### src/rtl/core/smks_pkg.sv
// Package of shared constants, types and helpers for the sticky modifier key scanner.
package smks_pkg;

  localparam int KEY_GROUPS     = 7;
  localparam int MODIFIER_COUNT = 4;
  localparam int NUM_KEYS       = KEY_GROUPS * 8;

  // Fixed field widths of the scan and result beats.
  localparam int MATRIX_W   = 56;
  localparam int LEVEL_BITS = 4;
  localparam int LEVEL_IDX_W = 2;
  localparam int MASK_W     = 4;
  localparam int CODE_W     = 6;

  // Key numbers that belong to the modifier keys and are never reported.
  localparam int MOD_KEY_2ND   = 40;
  localparam int MOD_KEY_ALPHA = 48;
  localparam int MOD_KEY_MODE  = 54;
  localparam int MOD_KEY_GRAPH = 55;

  typedef logic [NUM_KEYS-1:0] key_vec_t;

  typedef struct packed {
    logic              found;
    logic [CODE_W-1:0] code;
  } key_result_t;

  function automatic key_vec_t mod_position_mask();
    key_vec_t m;
    m = '0;
    for (int k = 0; k < NUM_KEYS; k++) begin
      m[k] = (k + 1 == MOD_KEY_2ND) || (k + 1 == MOD_KEY_ALPHA) ||
             (k + 1 == MOD_KEY_MODE) || (k + 1 == MOD_KEY_GRAPH);
    end
    return m;
  endfunction

  localparam key_vec_t MOD_POS_MASK = mod_position_mask();

  // Level of modifier i; modifiers without a level bit read as released.
  function automatic logic level_of(logic [LEVEL_BITS-1:0] down, int i);
    logic lv;
    lv = 1'b0;
    if (i < LEVEL_BITS) begin
      lv = down[i[LEVEL_IDX_W-1:0]];
    end
    return lv;
  endfunction

endpackage

### src/rtl/core/smks_key_enc.sv
// New-press priority encoder with the per-key previous-press register.
module smks_key_enc import smks_pkg::*; (
  input  logic                clk,
  input  logic                rst,
  input  logic                step,
  input  logic [MATRIX_W-1:0] key_matrix,
  output key_result_t         result
);

  key_vec_t previous_pressed;
  key_vec_t previous_pressed_next;
  key_vec_t pressed;
  key_vec_t fresh;
  key_vec_t lowest;
  key_vec_t below;

  assign pressed = NUM_KEYS'(key_matrix);
  assign fresh   = pressed & ~previous_pressed & ~MOD_POS_MASK;
  assign lowest  = fresh & (~fresh + key_vec_t'(1));
  // All ones when no key is new, so every bit gets updated then.
  assign below   = lowest - key_vec_t'(1);

  assign previous_pressed_next = (previous_pressed & pressed & below) | lowest |
                                 (previous_pressed & ~below & ~lowest);

  always_comb begin
    result.found = |lowest;
    result.code  = '0;
    for (int k = 0; k < NUM_KEYS; k++) begin
      if (lowest[k]) begin
        result.code = result.code | CODE_W'(k + 1);
      end
    end
  end

  always_ff @(posedge clk) begin
    if (rst) begin
      previous_pressed <= '0;
    end else if (step) begin
      previous_pressed <= previous_pressed_next;
    end
  end

endmodule

### config.mk
export PLATFORM = sky130hd
export DESIGN_NAME = smks_key_enc
export DESIGN_NICKNAME = d
export VERILOG_FILES = /design/src/rtl/core/smks_pkg.sv /design/src/rtl/core/smks_key_enc.sv
export SDC_FILE = /design/constraint.sdc
export NUM_CORES = 1
export LEC_CHECK = 0
export ABC_AREA = 1
export BUFFER_PORTS_ARGS = -buffer_cell sky130_fd_sc_hd__buf_2
export CORE_MARGIN = 4
export CORE_UTILIZATION = 55
export DETAILED_ROUTE_END_ITERATION = 7
export PLACE_DENSITY = 0.88
export REMOVE_ABC_BUFFERS = 1
export SLEW_MARGIN = 40
export SYNTH_ARGS = -nofsm -noshare
export SYNTH_HDL_FRONTEND = slang
export SYNTH_SLANG_ARGS = --single-unit
export TNS_END_PERCENT = 10
### constraint.sdc
create_clock -name clk -period 4.7 [get_ports clk]
set_clock_uncertainty 0.2 [all_clocks]
set_input_delay 0.94 -clock clk [delete_from_list [all_inputs] [get_ports clk]]
set_output_delay 0.94 -clock clk [all_outputs]
set_load 0.01 [all_outputs]
Word level (Yosys, flattened, before mapping)
Index checks and enable logic that the tools add are counted.
{"block": "word_totals", "regBits": 56, "input_bits": 59, "out_inout_bits": 7, "wordCells": 75}
{"block": "classes", "add_sub_neg": 2, "mux": 58, "bitwise": 12, "reduce_logical": 2}
{"operator": "AND 56 bit", "n": 6}
{"operator": "inverter 56 bit", "n": 4}
{"operator": "two-way mux 6 bit", "n": 25}
{"operator": "two-way mux 56 bit", "n": 2}
{"operator": "OR 56 bit", "n": 2}
{"operator": "two-way mux 5 bit", "n": 16}
{"operator": "adder 56 x 1 -> 56 bit (second input constant)", "n": 1}
{"operator": "OR reduction 56 bit", "n": 1}
{"operator": "subtractor 56 x 1 -> 56 bit (second input constant)", "n": 1}
{"operator": "two-way mux 4 bit", "n": 8}
{"operator": "two-way mux 3 bit", "n": 4}
{"operator": "two-way mux 2 bit", "n": 2}
{"operator": "nonzero test 2 bit", "n": 1}
{"operator": "two-way mux 1 bit", "n": 1}

Longest topological paths before layout
{"block": "logic_depth", "ltp_word": 61, "mapped_depth": 14, "ltp_nobuf": 14}

Least setup slack after synthesis
Ideal clock, no wire load.
{"block": "synth_timing", "path_kind": "input-to-output", "startpoint": "input key_matrix[1]", "endpoint": "output result[1] (netlist bit)", "arrival_time_ns": 2.088, "required_time_ns": 3.560, "slack_ns": 1.472, "stages": 10, "path_buffers": 0, "path_cell_list": "nand2_2 > nand2_4 > nor2_8 > nand2_4 > nor2_8 > nand2_2 > nor2_1 > nor2_1 > and2_1 > nand3_1"}
{"element": "start, declared", "line_no": "smks_key_enc.sv:6", "text": "input logic [MATRIX_W-1:0] key_matrix,"}
{"element": "end, declared", "line_no": "smks_key_enc.sv:7", "text": "output key_result_t result"}

==> metrics.md <==
| Metric | Value |
|---|---|
| Worst slew margin relative to its limit | 55.11% |
| Worst setup SP type | input port |
| Antenna Nets Post-Route | 0 |
| Fin. Hold Viols | 0 |
| Layout fillers | 862 |
| CTS Hold Bufs | 0 |
| Switching pwr | ~0.00032 W |
| Layout cells sized above 1 | 14.19% |
| Sw Ratio | approximately a third |
| Maxcap violations | 0 |
| P per Cell Area | approximately 180 mW/mm^2 |
| Cells after Synth | about 840 |
| Initial antenna violation count | 0 |
| Post-Place Worst Slack | 0.8206 ns |
| Crit. End Element | output pin |
| Via count | roughly 5600 |
| Worst VDD drop | ~0.11 mV |
| Reg2reg end | previous_pressed[43] |
| Inst Count DP | between 900 and 1000 |
| Biggest register | previous_pressed |
| Post-Route WL | ~15000 um |
| Area leader, netlist | dfxtp_1 |
| Main area contributors after synthesis | dfxtp_1, nand2_1, nor2_1, inv_1, nand3_1 |
| Post-DP HPWL | between 10000 and 15000 um |
| Register-to-Register Path Depth | 10 |
| Worst setup margin | between 0.7 and 0.8 ns |
| Clock slew at reported path FFs | approximately 0.11 ns |
| Synth-to-Final Area Change | 10.64% |
| Met3 WL post-DR | around 1500 um |
| Sequential area share after synthesis | 22.41% |
| Full die area | between 0.009 and 0.01 mm^2 |
| Count leader, synth | nand2_1 |
| Post-cts gate resize count | 0 |
| Comb power frac | a little over a fifth |
| CP arrival | approximately 2.8 ns |
| Worst-margin pin slew | approximately 0.67 ns |
| Number of I/O pins | 66 |
| Min-Delay Endpoint | previous_pressed[2] |
| Mean Syn Cell Area | 5.503 um^2 |
| RSZ-0062 raised after global routing | no |
| Overall Global Routing Usage | between 20% and 30% |
| P_leak | about 2.4 nW |
| Number of global-route vias before repair | between 4000 and 5000 |
| Max FFs per register | between 50 and 60 |
| Wire length per cell | 14.50 um |
| Internal power | just over 0.0006 W |
| Seq cells post-synth | 52 |
| EDFF count, synth | 0 |
| Wl on met1 | 6598 um |
| Initial core utilization | ~57% |
| H-tree depth | 2 |
| Post-route core utilization | 62.54% |
| R2R Setup Slk | ~2.5 ns |
| Number of clock sinks | between 50 and 60 |
| Count of cell types in the netlist | 31 |
| Top post-synthesis cells by count | nand2_1, nor2_1, inv_1 |
| Cell depth of the worst hold path | 2 |
| Highest clock rate | roughly 0.25 GHz |
| Critical Path RT | ~3.6 ns |
| Synth top area share | 22.41% |
| R2r startpoint | previous_pressed[10] |
| Worst-Skew Late Latency | approximately 0.32 ns |
| Ys async rst share | 0% |
| CTS buffer count | 5 |
| Area of the multi-input gates | 0.003073 mm^2 |
| Register Area | 0.001041 mm^2 |
| Top FF cell, synth | dfxtp_1 |
| Final slew viol count | 0 |
| CP Class | in2out |
| Critical path peak fanout | 6 |
| Hold Startpoint | previous_pressed[2] |
| Core Region | 0.008217 mm^2 |
| Setup TNS Final | 0 ns |
| Setup violations, final | 0 |
| Largest registers | previous_pressed (51) |
| Clk buf depth | 2 |
| Hold crit path type | reg2reg |
| Largest net degree at the start of global routing | 49 |
| Status | finished clean |
| Yosys warnings | 0 |
| Global-route wire length before repair | 23410 um |
| Highest metal used | met4 |
| Rows | 33 |
| Layout Cells excl Fill | 1007 |
| Wire length on met2 | about 6000 um |
| Minimum clock period | 3.930 ns |
| Nets | 960 |
| GPL Wtd Cong | 1.025 |
| CTS tree | yes |
| Vias per inst | around 5.5 |
| Die Span X | 99.90 um |
| Seq pwr share | between 40% and 50% |
| Post-route DRC | 0 |
| First-pass DRT Iterations | 5 |
| Die H | 99.90 um |
| Global route total overflow | 0 |
| Postcts setup bufs | 0 |
| Port buffer count | about 60 |
| Tcrit/Tclk final | roughly 84% |
| CTS Root Cell | clkbuf_8 |
| Initial drt markers | ~500 |
| N_diodes | 0 |
| Clock share of power | a little under 30% |
| Synthesized area | 0.004644 mm^2 |
-- layout make-up --
cell class | instances | share of cell area (%)
multi-input cells | 651 | 59.80
flip-flops and latches | 52 | 20.26
repair buffers | 64 | 6.379
clock buffers | 6 | 1.412
inverters | 127 | 9.277
clock inverters | 2 | 0.3165
well taps | 105 | 2.557
-- kinds of logic (layout without fill, tap and decap cells) --
kind of cell / after synthesis / in the layout / share of synthesized area, %
AOI/OAI and AO/OA: 131 / 131 / 16.06
buffers and inverters: 141 / 199 / 11.48
DFF: 52 / 52 / 22.41
and+or+nand+nor: 520 / 520 / 50.05
-- cell usage in the layout, fill, tap and decap left out, drive strengths merged --
cell / synthesis / layout
a211oi: 1 / 1
a21o: 1 / 1
a21oi: 45 / 45
a221oi: 1 / 1
a31oi: 11 / 11
and2: 2 / 2
buf: 3 / 64
clkbuf: 11 / 6
clkinv: 0 / 1
clkinvlp: 0 / 1
dfxtp: 52 / 52
inv: 127 / 127
nand2: 267 / 267
nand3: 47 / 47
nand3b: 8 / 8
nand4: 15 / 15
nor2: 173 / 173
nor3: 7 / 7
o2111ai: 2 / 2
o211ai: 1 / 1
o21ai: 48 / 48
o31ai: 17 / 17
o41ai: 4 / 4
or2: 1 / 1
-- power groups by stage --
stage          Clock [W]  Combinational [W]  Sequential (W)
2_1_floorplan          0           0.000121        0.000467
3_3_place_gp           0           0.000197        0.000468
3_5_place_dp           0           0.000199        0.000469
4_1_cts         0.000279           0.000199        0.000459
5_1_grt         0.000291           0.000226        0.000460
6_report        0.000274           0.000203        0.000459
-- layer usage --
layer	track usage (%)	up-vias
li1	-	2806
met1	41.36	2469
met2	43.77	266
met3	6.254	32
met4	9.559	0
met5	0	-
-- worst max-delay path by stage --
stage	end	from	depth (start not counted)
after floorplan	result[1]	key_matrix[1]	10
after global placement	result[5]	key_matrix[10]	13
after detailed placement	result[5]	key_matrix[10]	13
after CTS	result[5]	key_matrix[10]	13
after global routing	result[5]	key_matrix[10]	13
final	result[5]	key_matrix[10]	13
-- critical path, stage by stage --
cell	delay, ns
buf_2	0.10
nand2_1	0.12
nand2_1	0.09
nor2_1	0.22
nand2_1	0.14
nor2_2	0.32
nand3b_2	0.24
nor2_2	0.24
inv_1	0.07
nand3_1	0.07
nor2_1	0.04
nand3_1	0.08
buf_2	0.13
-- stage by stage --
stage	hold WS [ns]	cell area [um^2]	power (W)
2_1_floorplan	0.2298	4588	0.0005877
5_1_grt	0.2850	5139	0.0009779
4_1_cts	0.2615	5139	0.0009372
3_5_place_dp	0.2456	5050	0.0006674
3_3_place_gp	0.2439	5050	0.0006651
6_report	0.2596	5139	0.0009361
Note: power is estimated with default switching activity, not from simulation.
