[src/rtl/core/smks_pkg.sv]
// Package of shared constants, types and helpers for the sticky modifier key scanner.
package smks_pkg;

  localparam int KEY_GROUPS     = 7;
  localparam int MODIFIER_COUNT = 4;
  localparam int NUM_KEYS       = KEY_GROUPS * 8;

  // Fixed field widths of the scan and result beats.
  localparam int MATRIX_W   = 56;
  localparam int LEVEL_BITS = 4;
  localparam int LEVEL_IDX_W = 2;
  localparam int MASK_W     = 4;
  localparam int CODE_W     = 6;

  // Key numbers that belong to the modifier keys and are never reported.
  localparam int MOD_KEY_2ND   = 40;
  localparam int MOD_KEY_ALPHA = 48;
  localparam int MOD_KEY_MODE  = 54;
  localparam int MOD_KEY_GRAPH = 55;

  typedef logic [NUM_KEYS-1:0] key_vec_t;

  typedef struct packed {
    logic              found;
    logic [CODE_W-1:0] code;
  } key_result_t;

  function automatic key_vec_t mod_position_mask();
    key_vec_t m;
    m = '0;
    for (int k = 0; k < NUM_KEYS; k++) begin
      m[k] = (k + 1 == MOD_KEY_2ND) || (k + 1 == MOD_KEY_ALPHA) ||
             (k + 1 == MOD_KEY_MODE) || (k + 1 == MOD_KEY_GRAPH);
    end
    return m;
  endfunction

  localparam key_vec_t MOD_POS_MASK = mod_position_mask();

  // Level of modifier i; modifiers without a level bit read as released.
  function automatic logic level_of(logic [LEVEL_BITS-1:0] down, int i);
    logic lv;
    lv = 1'b0;
    if (i < LEVEL_BITS) begin
      lv = down[i[LEVEL_IDX_W-1:0]];
    end
    return lv;
  endfunction

endpackage

[src/rtl/core/smks_mod_fsm.sv]
// Sticky state machines for the modifier keys and the mask taken from them.
module smks_mod_fsm import smks_pkg::*; (
  input  logic                  clk,
  input  logic                  rst,
  input  logic                  step,
  input  logic [LEVEL_BITS-1:0] down,
  input  logic                  key_found,
  output logic [MASK_W-1:0]     mask
);

  typedef enum logic [1:0] {
    MOD_OFF     = 2'd0,
    MOD_NEW     = 2'd1,
    MOD_LATCHED = 2'd2,
    MOD_KEPT    = 2'd3
  } mod_state_t;

  mod_state_t state      [MODIFIER_COUNT];
  mod_state_t state_next [MODIFIER_COUNT];

  always_comb begin
    for (int i = 0; i < MODIFIER_COUNT; i++) begin
      logic lv;
      mod_state_t s;
      lv = level_of(down, i);
      s  = state[i];
      case (state[i])
        MOD_OFF:     s = lv ? MOD_NEW : MOD_OFF;
        MOD_NEW:     s = lv ? MOD_NEW : MOD_LATCHED;
        MOD_LATCHED: s = lv ? MOD_KEPT : MOD_LATCHED;
        MOD_KEPT:    s = lv ? MOD_KEPT : MOD_OFF;
        default:     s = MOD_OFF;
      endcase
      // A reported key consumes any pending sticky modifier.
      if (key_found && (s == MOD_NEW || s == MOD_LATCHED)) begin
        s = lv ? MOD_KEPT : MOD_OFF;
      end
      state_next[i] = s;
    end
  end

  always_ff @(posedge clk) begin
    for (int i = 0; i < MODIFIER_COUNT; i++) begin
      if (rst) begin
        state[i] <= MOD_OFF;
      end else if (step) begin
        state[i] <= state_next[i];
      end
    end
  end

  always_comb begin
    mask = '0;
    for (int i = 0; i < MASK_W; i++) begin
      if (i < MODIFIER_COUNT) begin
        mask[i] = (state[i] != MOD_OFF);
      end
    end
  end

endmodule

[config.mk]
export PLATFORM = sky130hd
export DESIGN_NAME = smks_mod_fsm
export DESIGN_NICKNAME = d
export VERILOG_FILES = /design/src/rtl/core/smks_pkg.sv /design/src/rtl/core/smks_mod_fsm.sv
export SDC_FILE = /design/constraint.sdc
export NUM_CORES = 1
export LEC_CHECK = 0
export BUFFER_PORTS_ARGS = -buffer_cell sky130_fd_sc_hd__buf_2
export CORE_AREA = 5 5 42 44
export CTS_CLUSTER_SIZE = 10
export DETAILED_ROUTE_END_ITERATION = 10
export DIE_AREA = 0 0 47 49
export GPL_ROUTABILITY_DRIVEN = 0
export GPL_TIMING_DRIVEN = 0
export HOLD_SLACK_MARGIN = 0.12
export PLACE_DENSITY_LB_ADDON = 0.08
export SYNTH_ARGS = -nofsm -noshare
export SYNTH_HDL_FRONTEND = slang
export SYNTH_SLANG_ARGS = --single-unit
[constraint.sdc]
create_clock -name clk -period 2.4 [get_ports clk]
set_clock_uncertainty 0.05 [all_clocks]
set_input_delay 0.12 -clock clk [delete_from_list [all_inputs] [get_ports clk]]
set_output_delay 0.12 -clock clk [all_outputs]
set_load 0.02 [all_outputs]
Word-level counts from Yosys, hierarchy flattened
Memory sizes are Yosys's and may differ from the RTL's.
Cells that the tools add are included.
{"block": "op_classes", "reduce_logical": 16, "n_eq_ne": 20, "mux": 33, "n_bitwise": 4}
{"cell": "2-bit 2-to-1 mux", "n": 16}
{"cell": "2-bit one-hot mux with 4 select lines", "n": 4}
{"cell": "2-bit == test, second input constant", "n": 12}
{"cell": "2-bit by 1-bit == test with 1-bit output, second input constant", "n": 8}
{"cell": "1-bit 2-to-1 mux", "n": 13}
{"cell": "2-bit logical NOT", "n": 4}
{"cell": "2-bit nonzero test", "n": 4}
{"cell": "1-bit logical AND", "n": 4}
{"cell": "1-bit logical OR", "n": 4}
{"cell": "1-bit bitwise OR", "n": 4}
{"block": "word_totals", "ramBits": 8, "register_bits": 0, "n_memories": 1}
{"memory": "state", "depth": 4, "width": 2, "rd": 4, "rd_clocked_by_memory_dff": 0, "wr": 4, "line": "smks_mod_fsm.sv:18", "source": "mod_state_t state [MODIFIER_COUNT];"}

Depth between registers and ports, before layout
Gate-level depths: netlist of run 1.
{"block": "depth", "ltp_word": 7, "depth_mapped": 4, "depth_no_buf": 3}

Least setup slack after synthesis of run 1
OpenSTA, ideal clock, no wires.
{"block": "synth_path", "path_type": "register to register", "from": "mem state[0][1] (netlist name)", "to": "mem state[0][1] (netlist name) (data pin)", "setup_time_ps": 258, "period_less_slack_ps": 1076, "path_slack_ps": 1324, "stages_incl_launch_ff": 4, "required_ps": 2092, "arrival_ps": 767, "path_cell_list": "edfxtp_1 -> o21a_1 -> a211oi_1 -> nor2_1"}
{"item": "from (decl)", "line": "smks_mod_fsm.sv:18"}

==> results.yml, run 1 <==
outcome:
  status: "complete, no violations"
logic_synthesis:
  synth_area_um2: 440.4
  synth_area_leaders: "edfxtp_1 55%, or2_2 7.1%, a21oi_1 6.8%"
  yosys.area.top_type: "edfxtp_1"
  synthFlopType: "edfxtp_1"
  muxShareOfSynthArea_pct: 0
  syn-num-nets: 48
  ys_warn_count: 0
  synth_commonest_cells: "8 x edfxtp_1, 6 x a21oi_1, 5 x nor2_1, 5 x or2_2, 4 x and2_1"
  synth_top_area_share_pct: 54.55
  synthSimpleGateAreaFrac_pct: 29.26
  syn_inst: 40
  ys_seq_area_share_pct: 54.55
  synth_cell_types: 13
  yosys.area_share.adder_pct: 0
  synth_xor_xnor_area_share_pct: 0
  syn_avg_cell_area_um2: 11.01
  synth-seq-cells: 8
  synth_top_family_by_area: "simple AND/OR/NAND/NOR gates"
  synth_edf_count: 8
  synth_compound_gate_area_share_pct: 13.64
  yosysMostFrequentCell: "edfxtp_1"
  synthArstFlopShare_pct: 0
timing:
  slew_viol_final: 0
  worst_pin_slew_ns: 0.3123
  post-route-period-util_pct: 55.03
  rsz0062_at_grt: "no"
  relSlewSlack_pct: 79.13
  fmax_mhz: 757.1
  min_period_ns: 1.321
  finalSetupTns_ns: 0
  finalHoldWorstSlack_ns: 0.1284
  setup_viol_count_final: 0
  final-hold-violation-count: 0
final_layout:
  fin_nets: 65
  largest_register_ff_count: 8
  n_antenna_cell: 0
  drive_above_1_share_pct: 38.18
  final_cell_area_um2: 548.0
  largestRegisters: "state x8"
  fillers: 151
  seq_area_um2: 240.2
  areaGrowthSynthToFinish_pct: 24.43
  regMostFlops: "state"
  multiInputGateArea_um2: 188.9
floorplan:
  start_util_pct: 31.43
  core_um2: 1401
  die-area_um2: 2303
  die_h_um: 49
  io_pins: 12
  die_w_um: 47
  rows: 14
power_and_ir_drop:
  pwr-share-comb_pct: 17.5
  internal-power_uw: 250.9
  p_seq_share_pct: 51.9
  clkPwrFrac_pct: 30.7
  total_power_uw: 336.1
  power_per_cell_area_nw_per_um2: 613.4
  p_leak_uw: 0.0002156
  swShare_pct: 25.37
  net-switching-power_uw: 85.28
  max-vdd-ir-drop_uv: 244.8
worst_setup_path:
  timing.critical_path.from: "state[0][1]"
  start_kind: "register"
  crit_type: "reg2out"
  cp_data_required_time_ns: 2.23
  cp.arrival_ns: 1.15
  timing.rr.start: "state[3][1]"
  cp_max_fo: 4
  end_kind: "output port"
clock_network:
  cts_tree: "done"
  cts.sink_count: 8
  worstSkewPairLatency_ns: 0.25
  cts_root_buffer: "clkbuf_4"
  cts_buffer_depth: 2
  path_clk_slew_ns: 0.06
  cts_buffers: 3
  htree_levels: 1
drt:
  drt_iter0_drc: 7
  vias_per_cell: 5.000
  drt_wl_total_um: 910
  drt_first_pass_iters: 4
  drc: 0
  dr_total_vias: 355
  drtAntennaViolNets: 0
  wl_per_cell_um: 12.82
global_route:
  grt_pass1_wl_mm: 1.552
  grt_use_total_pct: 9.168
  overflow: 0
  grt_use_met1_pct: 10.86
  busiest_layer: "met2"
  antenna_found_initial: 0
  grt.met3_usage_pct: 2.214
  grt_pass1_vias: 367
  grt_start_max_net_pins: 11
  grtUsageMet2_pct: 14.93
placement:
  io_buffers: 11
  postPlaceCellArea_um2: 515.5
hold_path:
  hp-class: "in2reg"
  hp-start: "down[0]"
flow_run:
  maxCapViolations: 0
-- critical path: stages, from the launching register on --
cell      delay, ns
edfxtp_1       0.43
or2_2          0.31
buf_2          0.16
-- repair_timing --
item	in CTS	in global routing
hold buffers	1	0
endpoints found under the hold margin	1	0
gates resized for setup	0	0
setup buffers	0	0
-- worst paths after layout --
| check | end | slack, ns | cells past startpoint |
|---|---|---|---|
| worst max-delay path | mask[0] | 1.08 | 2 |
| worst min register to register | state[0][1] | 0.62 | 2 |
| worst max register to register | state[3][1] | 1.23 | 3 |
| worst min-delay path | state[0][0] | 0.13 | 2 |
-- layout make-up --
type	instances	share of cell area (%)
flip-flops and latches	8	43.84
multi-input cells	31	34.47
repair buffers	12	11.87
clock buffers	3	4.110
well taps	16	3.653
plain buffers	1	2.055
-- layer usage --
| metal | wire length, um | vias to the layer above |
|---|---|---|
| met5 | 0 | - |
| met4 | 0 | 0 |
| met3 | 41 | 0 |
| met2 | 511 | 8 |
| met1 | 358 | 167 |
| li1 | - | 180 |
-- power groups by stage --
| stage | clock (uW) | sequential, uW | combinational (uW) |
|---|---|---|---|
| after CTS | 109 | 174 | 59.5 |
| after detailed placement | 0 | 177 | 57.9 |
| after floorplan | 0 | 175 | 38.1 |
| final | 103 | 174 | 58.7 |
| after global placement | 0 | 176 | 55.6 |
| after global routing | 109 | 176 | 64.4 |
-- through the flow --
step	std cells	setup WS [ns]	util (%)
2_1_floorplan	40	1.324	-
3_3_place_gp	67	1.288	36.79
3_5_place_dp	67	1.235	36.79
4_1_cts	71	1.066	39.11
5_1_grt	71	1.042	39.11
6_report	71	1.079	39.11
-- cell families after synthesis --
kind of cell           Yosys count
buffers and inverters            1
and+or+nand+nor                 20
DFF                              8
AOI/OAI and AO/OA               11
-- layout by cell type (no fill, tap or decap), types with 3 or more instances in the layout --
master,n
edfxtp_1,8
clkbuf_4,3
and2_1,4
or2_2,5
nor2_1,5
buf_2,11
o21ai_0,3
nor4b_1,3
a21oi_1,6
Note: power is estimated with default switching activity, not from simulation.
==> inputs of run 2 (changes only) <==
clock period = 1.4 ns   (was 2.4 ns; I/O delays follow)
==> run 2 against run 1 <==
Cell area up 5.5%. Clock power up 72%. Register-to-register slack worse by 1.0 ns. Routed wire length up 1.2%. Global-route usage unchanged. Sequential cell count unchanged. Setup slack worse by 0.95 ns. Largest cell class unchanged. Highest routed layer unchanged. Sequential share of layout area down 2.3 points. First-iteration DRC count unchanged. Critical endpoint unchanged.
==> results.yml, run 2 (same netlist as run 1, synthesis figures left out) <==
floorplan:
  start_util_pct: 31.43
  die_h_um: 49
  rows: 14
  die-area_um2: 2303
  io_pins: 12
  core_um2: 1401
  die_w_um: 47
timing:
  post-route-period-util_pct: 90.77
  fmax_mhz: 786.9
  finalSetupTns_ns: 0
  worst_pin_slew_ns: 0.3098
  rsz0062_at_grt: "no"
  min_period_ns: 1.271
  setup_viol_count_final: 0
  slew_viol_final: 0
  final-hold-violation-count: 0
  relSlewSlack_pct: 79.31
drt:
  drt_wl_total_um: 921
  drtAntennaViolNets: 0
  drc: 0
  drt_iter0_drc: 7
  wl_per_cell_um: 12.45
  vias_per_cell: 4.905
  drt_first_pass_iters: 4
  dr_total_vias: 363
global_route:
  grt_use_total_pct: 9.168
  grt_start_max_net_pins: 11
  grt_pass1_wl_mm: 1.552
  overflow: 0
  antenna_found_initial: 0
  grt_pass1_vias: 366
worst_setup_path:
  path_cells: "or2_2, buf_2"
  crit_type: "reg2out"
  cp_data_required_time_ns: 1.28
  timing.critical_path.from: "state[0][1]"
  start_kind: "register"
  critPathMaxStageDelay_ns: 0.43
  crit_slowest_cell: "edfxtp_1"
  end_kind: "output port"
  cp_max_fo: 4
  crit_family: "flip-flops"
  cp.arrival_ns: 1.15
  critPathBufInv: 1
  timing.rr.start: "state[3][1]"
final_layout:
  n_antenna_cell: 0
  regMostFlops: "state"
  largestRegisters: "state x8"
  largest_register_ff_count: 8
  drive_above_1_share_pct: 36.21
  areaGrowthSynthToFinish_pct: 31.25
  fin_nets: 68
  final_common_cell: "buf_2"
  layout_common_cells: "11 x buf_2, 8 x edfxtp_1, 6 x a21oi_1"
power_and_ir_drop:
  p_leak_uw: 0.0002281
  power_per_cell_area_nw_per_um2: 1008
  max-vdd-ir-drop_uv: 419.5
  total_power_uw: 582.4
clock_network:
  cts_root_buffer: "clkbuf_4"
  path_clk_slew_ns: 0.06
  cts_buffer_depth: 2
  cts_resized: 0
  worstSkewPairLatency_ns: 0.25
  cts_buffers: 3
  cts.sink_count: 8
  htree_levels: 1
  cts_tree: "done"
flow_run:
  maxCapViolations: 0
hold_path:
  hp-class: "in2reg"
  hp-start: "step"
placement:
  io_buffers: 11
outcome:
  status: "complete, no violations"
==> run 2: cell count changes in the layout (fill, tap and decap cells not counted), sizes merged <==
cell / delta
dlygate4sd3: +3
==> run 2: power breakdown <==
part	internal [uW]	switching [uW]	leakage (uW)	total, uW
logic	52.0	54.9	0.000127	107
clock network	98.1	78.7	0.0000138	177
registers	285	13.4	0.0000871	299
==> run 2: through the flow <==
| stage | area (um^2) | instances | hold WS [ns] | util, % | setup WS [ns] |
|---|---|---|---|---|---|
| 2_1_floorplan | 440.4 | 40 | 0.2182 | - | 0.3244 |
| 3_3_place_gp | 515.5 | 67 | 0.3276 | 36.79 | 0.2878 |
| 3_5_place_dp | 515.5 | 67 | 0.3344 | 36.79 | 0.2352 |
| 4_1_cts | 578.1 | 74 | 0.2159 | 41.25 | 0.1156 |
| 5_1_grt | 578.1 | 74 | 0.2712 | 41.25 | 0.09183 |
| 6_report | 578.1 | 74 | 0.2129 | 41.25 | 0.1292 |
==> run 2: area by class of cell <==
cell class                      instances  area (um^2)
Sequential cell                         8        240.2
Tap cell                               16        20.02
Clock buffer                            3        22.52
Timing Repair Buffer                   15        95.09
Multi-Input combinational cell         31        188.9
Buffer                                  1        11.26
Fill cell                             148        823.3
==> run 2: routing by layer <==
| metal | part of all wire (%) | GRT usage, % | vias to the layer above |
|---|---|---|---|
| met5 | 0 | 0 | - |
| met4 | 0 | 4.147 | 0 |
| met3 | 4.9 | 2.214 | 0 |
| met2 | 56 | 14.93 | 8 |
| met1 | 39 | 10.86 | 169 |
| li1 | - | - | 186 |
==> run 2: path summary, 6_finish.rpt <==
path / slack (ns) / endpoint / cells past startpoint
setup / recovery: 0.13 / mask[0] / 2
hold / removal: 0.21 / state[0][1] / 3
setup reg to reg: 0.23 / state[3][1] / 3
hold reg to reg: 0.62 / state[0][1] / 2
==> run 2: repair_timing <==
action | 4_1_cts | 5_1_grt
endpoints found under the hold margin | 4 | 0
hold buffers | 4 | 0
buffers inserted | 0 | 0
==> run 2: tightest hold or removal path, stage by stage <==
cell and delay [ns]:
buf_2 0.10, nand2b_1 0.11, nor2_1 0.12
